===== src/hw/rtl/ccwc_pkg.sv =====
// Shared types and constants of the cycle-count wall clock.
`default_nettype none

package ccwc_pkg;

   localparam int COUNT_W     = 64;
   localparam int SEC_W       = 32;
   localparam int NSEC_W      = 30;
   localparam int USEC_W      = 32;
   localparam int DIVISOR_W   = 16;
   localparam int REQ_TDATA_W = 128;
   localparam int RSP_TDATA_W = 64;

   // Request kinds carried on req_tuser.
   localparam logic FUNC_SAMPLE = 1'b0;
   localparam logic FUNC_SET    = 1'b1;

   localparam logic [DIVISOR_W-1:0] DIVISOR_RESET = 16'd1;

   localparam logic [NSEC_W:0]   NSEC_PER_SEC  = 31'd1000000000;
   localparam logic [USEC_W-1:0] USEC_PER_SEC  = 32'd1000000;
   localparam logic [9:0]        NSEC_PER_USEC = 10'd1000;

   // Microseconds split into seconds: usec / 1e6 == (usec >> 6) / 15625, and the
   // latter is taken as a multiply by floor(2^40 / 15625) that is at most one low.
   localparam int                RECIP_IN_LSB = 6;
   localparam int                RECIP_IN_W   = USEC_W - RECIP_IN_LSB;
   localparam int                RECIP_M_W    = 27;
   localparam logic [RECIP_M_W-1:0] RECIP_M   = 27'd70368744;
   localparam int                RECIP_SHIFT  = 40;
   localparam int                PROD1_W      = RECIP_IN_W + RECIP_M_W;
   localparam int                SEC_STEP_W   = PROD1_W - RECIP_SHIFT;
   localparam int                USEC_REM_W   = 20;

   localparam int QUEUE_DEPTH_DEFAULT = 2;

   typedef struct packed {
      logic               is_set;
      logic [COUNT_W-1:0] payload;  // elapsed count, or {nanos, seconds} for a set
   } cmd_type;

   typedef struct packed {
      logic full;
      logic empty;
   } queue_status_type;

endpackage

`default_nettype wire


===== src/hw/rtl/cycle_count_wall_clock.sv =====
// Top level of the cycle-count wall clock.
`default_nettype none

// Wall clock of seconds and nanoseconds driven by samples of a free-running
// cycle counter. A sample request (req_tuser low) advances the clock by the
// counter difference since the previous sample divided by cycles_per_microsecond,
// written through csr_wr_en / csr_wr_data (reset value 1). A set request
// (req_tuser high) loads the time. Every request returns one response with the
// time after it and a flag that is set when the elapsed microseconds did not fit
// in 32 bits (always so with a divisor of zero). A sample leaving the command
// queue passes through a dequeue in S_IDLE, 32 steps of the radix-2 divider, a
// split of microseconds into seconds and nanoseconds (S_MUL1, S_MUL2, S_CORR,
// S_MUL3), and an update in S_APPLY that waits for the response register to be
// free. A sample whose elapsed microseconds saturate skips the divider, and a set
// goes from S_IDLE straight to S_APPLY. The front end takes up to QUEUE_DEPTH
// requests ahead of the arithmetic; a finished response waits in its own register.
module cycle_count_wall_clock #(
   parameter int QUEUE_DEPTH = ccwc_pkg::QUEUE_DEPTH_DEFAULT
) (
   input  logic                                clock,
   input  logic                                reset,
   input  logic                                req_tvalid,
   output logic                                req_tready,
   // counter_now[63:0], set_seconds[95:64], set_nanos[125:96], zero pad
   input  logic [ccwc_pkg::REQ_TDATA_W-1:0]    req_tdata,
   // func
   input  logic                                req_tuser,
   output logic                                rsp_tvalid,
   input  logic                                rsp_tready,
   // seconds_now[31:0], nanos_now[61:32], quotient_saturated[62], zero pad
   output logic [ccwc_pkg::RSP_TDATA_W-1:0]    rsp_tdata,
   input  logic                                csr_wr_en,
   input  logic [ccwc_pkg::DIVISOR_W-1:0]      csr_wr_data
);
   import ccwc_pkg::*;

   queue_status_type queue_status;
   logic             push;
   cmd_type          push_cmd;
   logic             pop;
   cmd_type          pop_cmd;

   ccwc_front u_front (
      .clock        (clock),
      .reset        (reset),
      .req_tvalid   (req_tvalid),
      .req_tready   (req_tready),
      .req_tdata    (req_tdata),
      .req_tuser    (req_tuser),
      .queue_status (queue_status),
      .push         (push),
      .push_cmd     (push_cmd)
   );

   ccwc_queue #(
      .DEPTH (QUEUE_DEPTH)
   ) u_queue (
      .clock        (clock),
      .reset        (reset),
      .push         (push),
      .push_cmd     (push_cmd),
      .pop          (pop),
      .pop_cmd      (pop_cmd),
      .queue_status (queue_status)
   );

   ccwc_back u_back (
      .clock        (clock),
      .reset        (reset),
      .csr_wr_en    (csr_wr_en),
      .csr_wr_data  (csr_wr_data),
      .queue_status (queue_status),
      .pop          (pop),
      .pop_cmd      (pop_cmd),
      .rsp_tvalid   (rsp_tvalid),
      .rsp_tready   (rsp_tready),
      .rsp_tdata    (rsp_tdata)
   );

endmodule

`default_nettype wire


===== src/hw/rtl/ccwc_front.sv =====
// Front end: accepts requests, holds the last counter sample and queues commands.
`default_nettype none

module ccwc_front (
   input  logic                                clock,
   input  logic                                reset,
   input  logic                                req_tvalid,
   output logic                                req_tready,
   // counter_now[63:0], set_seconds[95:64], set_nanos[125:96], zero pad
   input  logic [ccwc_pkg::REQ_TDATA_W-1:0]    req_tdata,
   // func
   input  logic                                req_tuser,
   input  ccwc_pkg::queue_status_type          queue_status,
   output logic                                push,
   output ccwc_pkg::cmd_type                   push_cmd
);
   import ccwc_pkg::*;

   logic [COUNT_W-1:0] prev_count_ff;
   logic [COUNT_W-1:0] prev_count_in;
   logic [COUNT_W-1:0] counter_now;
   logic [SEC_W-1:0]   set_seconds;
   logic [NSEC_W-1:0]  set_nanos;
   logic               is_set;

   assign counter_now = req_tdata[COUNT_W-1:0];
   assign set_seconds = req_tdata[COUNT_W+SEC_W-1:COUNT_W];
   assign set_nanos   = req_tdata[COUNT_W+SEC_W+NSEC_W-1:COUNT_W+SEC_W];
   assign is_set      = (req_tuser == FUNC_SET);

   assign req_tready = !queue_status.full;
   assign push       = req_tvalid && req_tready;

   always_comb begin
      push_cmd.is_set = is_set;
      if (is_set) begin
         push_cmd.payload = {{(COUNT_W-SEC_W-NSEC_W){1'b0}}, set_nanos, set_seconds};
      end else begin
         push_cmd.payload = counter_now - prev_count_ff;
      end
   end

   always_comb begin
      prev_count_in = prev_count_ff;
      if (push && !is_set) begin
         prev_count_in = counter_now;
      end
   end

   always_ff @(posedge clock) begin
      if (reset) begin
         prev_count_ff <= '0;
      end else begin
         prev_count_ff <= prev_count_in;
      end
   end

endmodule

`default_nettype wire


===== src/hw/rtl/ccwc_queue.sv =====
// Short command queue between the front end and the arithmetic back end.
`default_nettype none

module ccwc_queue #(
   parameter int DEPTH = ccwc_pkg::QUEUE_DEPTH_DEFAULT
) (
   input  logic                        clock,
   input  logic                        reset,
   input  logic                        push,
   input  ccwc_pkg::cmd_type           push_cmd,
   input  logic                        pop,
   output ccwc_pkg::cmd_type           pop_cmd,
   output ccwc_pkg::queue_status_type  queue_status
);
   import ccwc_pkg::*;

   localparam int PTR_W = (DEPTH > 1) ? $clog2(DEPTH) : 1;
   localparam int CNT_W = $clog2(DEPTH + 1);

   cmd_type          entries_ff [DEPTH];
   logic [PTR_W-1:0] wr_ptr_ff, wr_ptr_in;
   logic [PTR_W-1:0] rd_ptr_ff, rd_ptr_in;
   logic [CNT_W-1:0] count_ff, count_in;
   logic             do_push, do_pop;

   assign queue_status.full  = (count_ff == CNT_W'(DEPTH));
   assign queue_status.empty = (count_ff == '0);
   assign do_push = push && !queue_status.full;
   assign do_pop  = pop && !queue_status.empty;
   assign pop_cmd = entries_ff[rd_ptr_ff];

   always_comb begin
      wr_ptr_in = wr_ptr_ff;
      rd_ptr_in = rd_ptr_ff;
      count_in  = count_ff;
      if (do_push) begin
         wr_ptr_in = (wr_ptr_ff == PTR_W'(DEPTH - 1)) ? '0 : wr_ptr_ff + 1'b1;
      end
      if (do_pop) begin
         rd_ptr_in = (rd_ptr_ff == PTR_W'(DEPTH - 1)) ? '0 : rd_ptr_ff + 1'b1;
      end
      if (do_push && !do_pop) begin
         count_in = count_ff + 1'b1;
      end else if (do_pop && !do_push) begin
         count_in = count_ff - 1'b1;
      end
   end

   always_ff @(posedge clock) begin
      if (reset) begin
         wr_ptr_ff <= '0;
         rd_ptr_ff <= '0;
         count_ff  <= '0;
      end else begin
         wr_ptr_ff <= wr_ptr_in;
         rd_ptr_ff <= rd_ptr_in;
         count_ff  <= count_in;
      end
   end

   always_ff @(posedge clock) begin
      if (do_push) begin
         entries_ff[wr_ptr_ff] <= push_cmd;
      end
   end

endmodule

`default_nettype wire


===== src/hw/rtl/ccwc_back.sv =====
// Back end: serial divider, microsecond split, clock update and result register.
`default_nettype none

module ccwc_back (
   input  logic                                clock,
   input  logic                                reset,
   input  logic                                csr_wr_en,
   input  logic [ccwc_pkg::DIVISOR_W-1:0]      csr_wr_data,
   input  ccwc_pkg::queue_status_type          queue_status,
   output logic                                pop,
   input  ccwc_pkg::cmd_type                   pop_cmd,
   output logic                                rsp_tvalid,
   input  logic                                rsp_tready,
   // seconds_now[31:0], nanos_now[61:32], quotient_saturated[62], zero pad
   output logic [ccwc_pkg::RSP_TDATA_W-1:0]    rsp_tdata
);
   import ccwc_pkg::*;

   localparam logic [2:0] S_IDLE  = 3'd0;
   localparam logic [2:0] S_DIV   = 3'd1;
   localparam logic [2:0] S_MUL1  = 3'd2;
   localparam logic [2:0] S_MUL2  = 3'd3;
   localparam logic [2:0] S_CORR  = 3'd4;
   localparam logic [2:0] S_MUL3  = 3'd5;
   localparam logic [2:0] S_APPLY = 3'd6;

   localparam int CNT_W = $clog2(USEC_W);

   logic [2:0]              state_ff, state_in;
   logic [DIVISOR_W-1:0]    divisor_ff, divisor_in;
   logic                    is_set_ff, is_set_in;
   logic                    sat_ff, sat_in;
   logic [DIVISOR_W-1:0]    rem_ff, rem_in;
   logic [USEC_W-1:0]       quot_ff, quot_in;
   logic [CNT_W-1:0]        step_ff, step_in;
   logic [PROD1_W-1:0]      prod1_ff, prod1_in;
   logic [SEC_STEP_W-1:0]   qest_ff, qest_in;
   logic [USEC_W-1:0]       prod2_ff, prod2_in;
   logic [SEC_STEP_W-1:0]   sec_add_ff, sec_add_in;
   logic [USEC_REM_W-1:0]   rem_us_ff, rem_us_in;
   logic [NSEC_W-1:0]       ns_add_ff, ns_add_in;
   logic [SEC_W-1:0]        clock_sec_ff, clock_sec_in;
   logic [NSEC_W-1:0]       clock_ns_ff, clock_ns_in;
   logic                    rsp_valid_ff, rsp_valid_in;
   logic [RSP_TDATA_W-1:0]  rsp_data_ff, rsp_data_in;

   logic [DIVISOR_W:0]      trial;
   logic [DIVISOR_W:0]      trial_diff;
   logic                    trial_ge;
   logic [USEC_W-1:0]       corr_diff;
   logic [SEC_W-1:0]        elapsed_hi;
   logic                    out_free;
   logic [SEC_W-1:0]        sec_sum;
   logic [NSEC_W-1:0]       base_ns;
   logic [NSEC_W:0]         ns_sum;
   logic                    ns_carry;
   logic [NSEC_W-1:0]       ns_new;
   logic [SEC_W-1:0]        sec_new;

   assign pop        = (state_ff == S_IDLE) && !queue_status.empty;
   assign out_free   = !rsp_valid_ff || rsp_tready;
   assign rsp_tvalid = rsp_valid_ff;
   assign rsp_tdata  = rsp_data_ff;

   assign elapsed_hi = pop_cmd.payload[COUNT_W-1:USEC_W];
   assign trial      = {rem_ff, quot_ff[USEC_W-1]};
   assign trial_diff = trial - {1'b0, divisor_ff};
   assign trial_ge   = (trial >= {1'b0, divisor_ff});
   assign corr_diff  = quot_ff - prod2_ff;

   // Final update: nanoseconds stay below 2e9 before folding, so one carry suffices.
   always_comb begin
      if (is_set_ff) begin
         sec_sum = quot_ff;
         base_ns = '0;
      end else begin
         sec_sum = clock_sec_ff + {{(SEC_W-SEC_STEP_W){1'b0}}, sec_add_ff};
         base_ns = clock_ns_ff;
      end
      ns_sum   = {1'b0, base_ns} + {1'b0, ns_add_ff};
      ns_carry = (ns_sum >= NSEC_PER_SEC);
      ns_new   = ns_carry ? NSEC_W'(ns_sum - NSEC_PER_SEC) : ns_sum[NSEC_W-1:0];
      sec_new  = sec_sum + {{(SEC_W-1){1'b0}}, ns_carry};
   end

   always_comb begin
      state_in     = state_ff;
      divisor_in   = csr_wr_en ? csr_wr_data : divisor_ff;
      is_set_in    = is_set_ff;
      sat_in       = sat_ff;
      rem_in       = rem_ff;
      quot_in      = quot_ff;
      step_in      = step_ff;
      prod1_in     = prod1_ff;
      qest_in      = qest_ff;
      prod2_in     = prod2_ff;
      sec_add_in   = sec_add_ff;
      rem_us_in    = rem_us_ff;
      ns_add_in    = ns_add_ff;
      clock_sec_in = clock_sec_ff;
      clock_ns_in  = clock_ns_ff;
      rsp_valid_in = rsp_valid_ff && !rsp_tready;
      rsp_data_in  = rsp_data_ff;

      unique case (state_ff)
         S_IDLE: begin
            if (pop) begin
               is_set_in = pop_cmd.is_set;
               if (pop_cmd.is_set) begin
                  quot_in   = pop_cmd.payload[SEC_W-1:0];
                  ns_add_in = pop_cmd.payload[SEC_W+NSEC_W-1:SEC_W];
                  sat_in    = 1'b0;
                  state_in  = S_APPLY;
               end else if (elapsed_hi >= {{(SEC_W-DIVISOR_W){1'b0}}, divisor_ff}) begin
                  // The quotient needs more than 32 bits; a zero divisor lands here too.
                  quot_in  = '1;
                  sat_in   = 1'b1;
                  state_in = S_MUL1;
               end else begin
                  // The high word is below the divisor, so it is the starting remainder.
                  rem_in   = elapsed_hi[DIVISOR_W-1:0];
                  quot_in  = pop_cmd.payload[USEC_W-1:0];
                  sat_in   = 1'b0;
                  step_in  = '0;
                  state_in = S_DIV;
               end
            end
         end
         S_DIV: begin
            rem_in  = trial_ge ? trial_diff[DIVISOR_W-1:0] : trial[DIVISOR_W-1:0];
            quot_in = {quot_ff[USEC_W-2:0], trial_ge};
            step_in = step_ff + 1'b1;
            if (step_ff == CNT_W'(USEC_W - 1)) begin
               state_in = S_MUL1;
            end
         end
         S_MUL1: begin
            prod1_in = {{RECIP_M_W{1'b0}}, quot_ff[USEC_W-1:RECIP_IN_LSB]}
                     * {{RECIP_IN_W{1'b0}}, RECIP_M};
            state_in = S_MUL2;
         end
         S_MUL2: begin
            qest_in  = prod1_ff[PROD1_W-1:RECIP_SHIFT];
            prod2_in = {{(USEC_W-SEC_STEP_W){1'b0}}, prod1_ff[PROD1_W-1:RECIP_SHIFT]}
                     * USEC_PER_SEC;
            state_in = S_CORR;
         end
         S_CORR: begin
            // The estimate is exact or one low.
            if (corr_diff >= USEC_PER_SEC) begin
               sec_add_in = qest_ff + 1'b1;
               rem_us_in  = USEC_REM_W'(corr_diff - USEC_PER_SEC);
            end else begin
               sec_add_in = qest_ff;
               rem_us_in  = corr_diff[USEC_REM_W-1:0];
            end
            state_in = S_MUL3;
         end
         S_MUL3: begin
            ns_add_in = {{(NSEC_W-USEC_REM_W){1'b0}}, rem_us_ff}
                      * {{(NSEC_W-10){1'b0}}, NSEC_PER_USEC};
            state_in  = S_APPLY;
         end
         S_APPLY: begin
            if (out_free) begin
               clock_sec_in = sec_new;
               clock_ns_in  = ns_new;
               rsp_valid_in = 1'b1;
               rsp_data_in  = {{(RSP_TDATA_W-SEC_W-NSEC_W-1){1'b0}}, sat_ff, ns_new, sec_new};
               state_in     = S_IDLE;
            end
         end
         default: begin
            state_in = S_IDLE;
         end
      endcase
   end

   always_ff @(posedge clock) begin
      if (reset) begin
         state_ff     <= S_IDLE;
         divisor_ff   <= DIVISOR_RESET;
         clock_sec_ff <= '0;
         clock_ns_ff  <= '0;
         rsp_valid_ff <= 1'b0;
      end else begin
         state_ff     <= state_in;
         divisor_ff   <= divisor_in;
         clock_sec_ff <= clock_sec_in;
         clock_ns_ff  <= clock_ns_in;
         rsp_valid_ff <= rsp_valid_in;
      end
   end

   always_ff @(posedge clock) begin
      is_set_ff   <= is_set_in;
      sat_ff      <= sat_in;
      rem_ff      <= rem_in;
      quot_ff     <= quot_in;
      step_ff     <= step_in;
      prod1_ff    <= prod1_in;
      qest_ff     <= qest_in;
      prod2_ff    <= prod2_in;
      sec_add_ff  <= sec_add_in;
      rem_us_ff   <= rem_us_in;
      ns_add_ff   <= ns_add_in;
      rsp_data_ff <= rsp_data_in;
   end

endmodule

`default_nettype wire


===== config.mk =====
export PLATFORM = sky130hd
export DESIGN_NAME = cycle_count_wall_clock
export DESIGN_NICKNAME = d
export VERILOG_FILES = /design/src/hw/rtl/ccwc_pkg.sv /design/src/hw/rtl/cycle_count_wall_clock.sv /design/src/hw/rtl/ccwc_front.sv /design/src/hw/rtl/ccwc_queue.sv /design/src/hw/rtl/ccwc_back.sv
export SDC_FILE = /design/constraint.sdc
export NUM_CORES = 2
export LEC_CHECK = 0
export BUFFER_PORTS_ARGS = -buffer_cell sky130_fd_sc_hd__buf_4
export CORE_ASPECT_RATIO = 0.7
export CORE_UTILIZATION = 49
export CTS_BUF_LIST = sky130_fd_sc_hd__clkbuf_4
export CTS_CLUSTER_DIAMETER = 150
export CTS_CLUSTER_SIZE = 30
export DETAILED_ROUTE_END_ITERATION = 10
export HOLD_SLACK_MARGIN = 0.05
export PLACE_DENSITY = 0.69
export SYNTH_ARGS = -nofsm -noshare
export SYNTH_HDL_FRONTEND = slang
export SYNTH_HIERARCHICAL = 1
export SYNTH_SLANG_ARGS = --single-unit

===== constraint.sdc =====
create_clock -name clock -period 12.4 [get_ports clock]
set_input_delay 3.72 -clock clock [delete_from_list [all_inputs] [get_ports clock]]
set_output_delay 3.72 -clock clock [all_outputs]
set_load 0.05 [all_outputs]

Yosys cells after proc, flatten, opt, wreduce, memory -nomap -nowiden
Memories as Yosys holds them, arrays and structs flattened. A register that Yosys moved wholly into a read port is not among the register bits.
Cells that the tools add are included.
- bits in writable memories: 130
- register bits after elaboration: 420
- word-level logic and storage cells: 123
- memories: 1
- input bits: 150
- multipliers: 3
- eq/ne operators: 14
- reductions and logical operators: 27
- add/sub/neg operators: 14
- magnitude comparators: 4
- muxes and demuxes: 39
- memory list (name ; depth ; width ; read ports ; clocked after Yosys merged registers in ; write ports ; RTL line ; source):
    u_queue.entries_ff ; 2 ; 65 ; 1 ; 1 ; 1 ; ccwc_queue.sv:20 ; cmd_type entries_ff [DEPTH];
- operators with widths (kind ; count):
    $mux 32 ; 4
    $mux 30 ; 4
    $mux 16 ; 4
    $mux 64 ; 1
    $pmux 32 s2 ; 1
    $sub 64x64->64 ; 1
    $pmux 30 s2 ; 1
    $mul 26x24->50 const B ; 1
    $add 32x1->32 ; 1
    $add 32x13->32 ; 1
    $ge 32x16->1 ; 1
    $ge 32x20->1 const B ; 1
    $pmux 16 s2 ; 1
    $sub 32x32->32 ; 1
    $add 30x30->31 ; 1
    $ge 31x30->1 const B ; 1
    $sub 30x30->30 const B ; 1
    $mul 20x7->27 const B ; 1
    $mul 13x14->26 const B ; 1
    $pmux 3 s7 ; 1
    $mux 20 ; 1
    $sub 20x20->20 const B ; 1
    $ge 17x16->1 ; 1
    $sub 16x16->16 ; 1
    27 further kinds ; 68

Depth between registers and ports, before layout
- word-level depth: 8
- depth in mapped cells: 29
- depth with buffers taken out: 25

Cells and area by module
Netlist, hierarchy kept.
- modules (own cells, without submodules) (module ; times used ; cells each ; area each (um^2) ; seq. area each (um^2)):
    ccwc_back ; 1 ; 3700 ; 36236.0 ; 8548.2
    ccwc_front ; 1 ; 1115 ; 7279.5 ; 1281.2
    ccwc_queue ; 1 ; 227 ; 4901.0 ; 4003.8

Worst setup path after synthesis
No wires, ideal clock.
- kind: register -> register
- from: register u_back.quot_ff[25]
- to: register u_back.prod1_ff[49] (data pin)
- path slack: 5.597 ns
- arrival: 6.608 ns
- setup time: 0.195 ns
- cell stages (with the launch flop): 24
- data required time: 12.205 ns
- buffers on the path: 0
- path through: edfxtp_1 -> inv_1 -> fa_1 -> fa_1 -> fa_1 -> fa_1 -> inv_1 -> fa_1 -> fa_1 -> inv_1 -> fa_1 -> inv_1 -> ha_1 -> a21o_1 -> a21o_1 -> a21oi_1 -> nor2_1 -> nor4_1 -> a221o_1 -> nand3_1 -> o21a_1 -> a221o_1 -> a2111o_1 -> o311ai_0
- cells in the longest elaborated chain, start to end: 1
- RTL lines (what ; RTL line ; source):
    start: declaration ; ccwc_back.sv:34 ; logic [USEC_W-1:0] quot_ff, quot_in;
    start signal: assignment ; ccwc_back.sv:199 ; quot_ff <= quot_in;
    $mul 26x24->50 ; ccwc_back.sv:139 ; * {{RECIP_IN_W{1'b0}}, RECIP_M};
    end signal: assignment ; ccwc_back.sv:201 ; prod1_ff <= prod1_in;
    end: declaration ; ccwc_back.sv:36 ; logic [PROD1_W-1:0] prod1_ff, prod1_in;
Every way passes these cells.
A chain may end at the register's enable or synchronous reset.

Worst setup path in the final report
- from: register u_back.quot_ff[27]
- to: register u_back.prod1_ff[49] (data pin)
The elaborated chain is that of the path after synthesis.

==> results.tsv <==
metric	value	unit
run status	completed	
syn_area_per_cell	9.603	um2
Mapped Nets	6131	
FF-to-FF path depth	25	
1st-iter DRT viols	3308	
Die Span X	377.7	um
# clock sinks	511	
Critical-path top delay cell	edfxtp_1	
Clock transition at path regs	350	ps
largest area contributor in the synthesized netlist	edfxtp_1	
CP startpoint kind	register	
Yosys top cell area share	22.33	%
clk_skew	48.42	ps
Placed Instances	6451	
vias in the first global route	35590	
max-cap violations	0	
PortBufs	212	
Reg-to-Reg End	u_back/prod1_ff[49]	
Seq cells post-synth	511	
Via density	5.699	
detailed-placement wirelength estimate	102200	um
largest net degree at the start of global routing	89	
global router's overall resource usage	26.10	%
Period minus WS final	8138	ps
post-CTS setup buffers	0	
setup TNS	0	ps
WL final	130100	um
DR pass1 iterations	6	
ranking of synthesized cells by area	edfxtp_1 22%, fa_1 15%, ha_1 15%	
CTS tree	done	
CP dominant cell by count	fa_1	
highest clock rate	122.9	MHz
RSZ-0062 raised after global routing	false	
Worst Hold Class	reg2reg	
# hold bufs at CTS	0	
first-pass GRT wire length	204800	um
post-CTS sizing	0	
Clk Latency, worst-skew pair	960	ps
Die ar.	100100	um2
GR Util met3	3.692	%
Util after Layout	52.67	%
Setup-failing EPs final	0	
site row count	96	
Most Crowded Layer GR	met2	
CP peak stage delay	930	ps
drt wl/cell	20.03	um
clock tree buffer depth	3	
endpoint of the worst hold path	u_back/clock_ns_ff[6]	
WHS Path Cells	2	
worst reg2reg path startpoint	u_back/quot_ff[27]	
Final Hold Vio Count	0	
DIE HEIGHT	265.0	um
Gate Count Post-Synth	5042	
crit path kind	reg2reg	
Final ANT Viol Nets	0	
Netlist cell types	119	
Worst Setup End Kind	register	
share of cells above drive strength 1	8.788	%
top_reg_cell synth	edfxtp_1	
DRC	0	
Finished Layout Cells	6493	
Worst Tran Pin Value	1154	ps
sequential area share after synthesis	28.57	%
crit path DAT	8890	ps
met1 Usage GRT	39.44	%
routed via count	37000	
fin crit share	65.63	%
RePlAce Congestion	0.9384	
area grow syn2layout	6.502	%
commonest cells after routing, fill and taps aside	739 x inv_1, 567 x ha_1, 450 x nand2_1	
Num CTS Buffers	21	
Hold Crit Start	u_back/clock_ns_ff[6]	
total number of yosys warnings	6	
CTS root buffer	clkbuf_4	
R2R Setup Slk	4260	ps
Async SR Flop Fraction	0	%
commonest non-fill, non-tap cell in the layout	inv_1	
H-tree Lvls	1	
Post-synth EDFFs	360	
slew margin rel.	22.62	%
met2 usage	39.70	%
initial antenna violation count	6	
grt ovf	0	
I/O pin total	216	
Final Max Slew Viols	0	
core box area	97890	um2
Cell Area, Synth	48420	um2
Worst EP required	13160	ps
number of fill cells	8834	
CP max FO	9	
NumNets Final	6240	
Initial Utilization	49.46	%
## cell usage after synthesis (all sizes together), types with 30 or more instances
cell type and n:
dfxtp 151, nor4 30, mux2i 49, a31oi 41, a21o 101, a211oi 31
nor2 268, clkbuf 119, edfxtp 360, nor2b 56, o21bai 34, nand4 61
fa 372, nand2b 34, o21ai 219, nand3 87, and3 38, mux2 77
nand2 451, a22oi 31, xor2 90, o21a 38, xnor2 137, inv 741
nor3 97, a21oi 314, ha 567, buf 45
## metal layers
metal	wire length [um]	share of wire [%]
met1	61170	47
met2	56180	43
met3	10180	7.8
met4	2547	2.0
met5	13	0.010
## layout make-up
cell class                      instances  area [um2]  area share (%)
Clock buffer                           34       255.2          0.4950
Clock inverter                          4       62.56          0.1213
Tap cell                             1323        1655           3.210
Inverter                              743        2791           5.413
Antenna cell                            4       10.01         0.01941
Sequential cell                       511       13830           26.83
Timing Repair Buffer                  252        1892           3.669
Multi-Input combinational cell       3622       31060           60.24
## per-stage QoR
stage / hold slack, ps / area, um2 / worst slack [ps]
5_1_grt: 488.2 / 51560 / 3912
4_1_cts: 468.2 / 51550 / 4324
3_3_place_gp: 438.5 / 51240 / 4456
3_5_place_dp: 442.5 / 51240 / 4396
2_1_floorplan: 400.3 / 48420 / 5597
6_report: 466.7 / 51560 / 4262
## cell families (layout without fill, tap and decap cells)
logic type	count (synthesis)	count (layout)	share of synthesized area (%)
buffers and inverters	909	1033	7.360
AO/OA/AOI/OAI	1073	1073	14.65
multiplexers	126	126	2.812
flip-flops	511	511	28.57
XOR/XNOR	227	227	4.122
other	1	5	0.007745
adder cells (fa/ha/maj)	939	939	30.03
AND/OR/NAND/NOR	1256	1256	12.45
## critical path: cells and delay by family, from the launching register on
family / cells / cell delay, ps
flops: 1 / 930
compound gates: 8 / 2070
simple gates: 3 / 290
fa+ha+maj: 8 / 3990
buf+inv: 6 / 680
## flip-flops by register name (all words and copies together), names as in the netlist, 5 cells and up, named ones only
name,count
u_queue/entries_ff,130
u_front/prev_count_ff,64
u_back/rsp_tdata,63
u_back/clock_sec_ff,32
u_back/quot_ff,32
u_back/clock_ns_ff,30
u_back/ns_add_ff,30
u_back/prod2_ff,23
u_back/rem_us_ff,20
u_back/divisor_ff,16
u_back/rem_ff,16
u_back/prod1_ff,13
u_back/qest_ff,13
u_back/sec_add_ff,13
u_back/step_ff,5
## worst max-delay path by stage
stage	slack, ps	endpoint	startpoint
global placement	4460	u_back/prod1_ff[49]	u_back/quot_ff[27]
floorplan	5600	u_back/prod1_ff[49]	u_back/quot_ff[25]
CTS	4320	u_back/prod1_ff[49]	u_back/quot_ff[27]
detailed placement	4400	u_back/prod1_ff[49]	u_back/quot_ff[27]
finish	4260	u_back/prod1_ff[49]	u_back/quot_ff[27]
global route	3910	u_back/prod1_ff[51]	u_back/quot_ff[30]
Power is left out: the tool's default activity adds up to more than one toggle a clock period on the data nets, which glitch-free logic cannot reach.
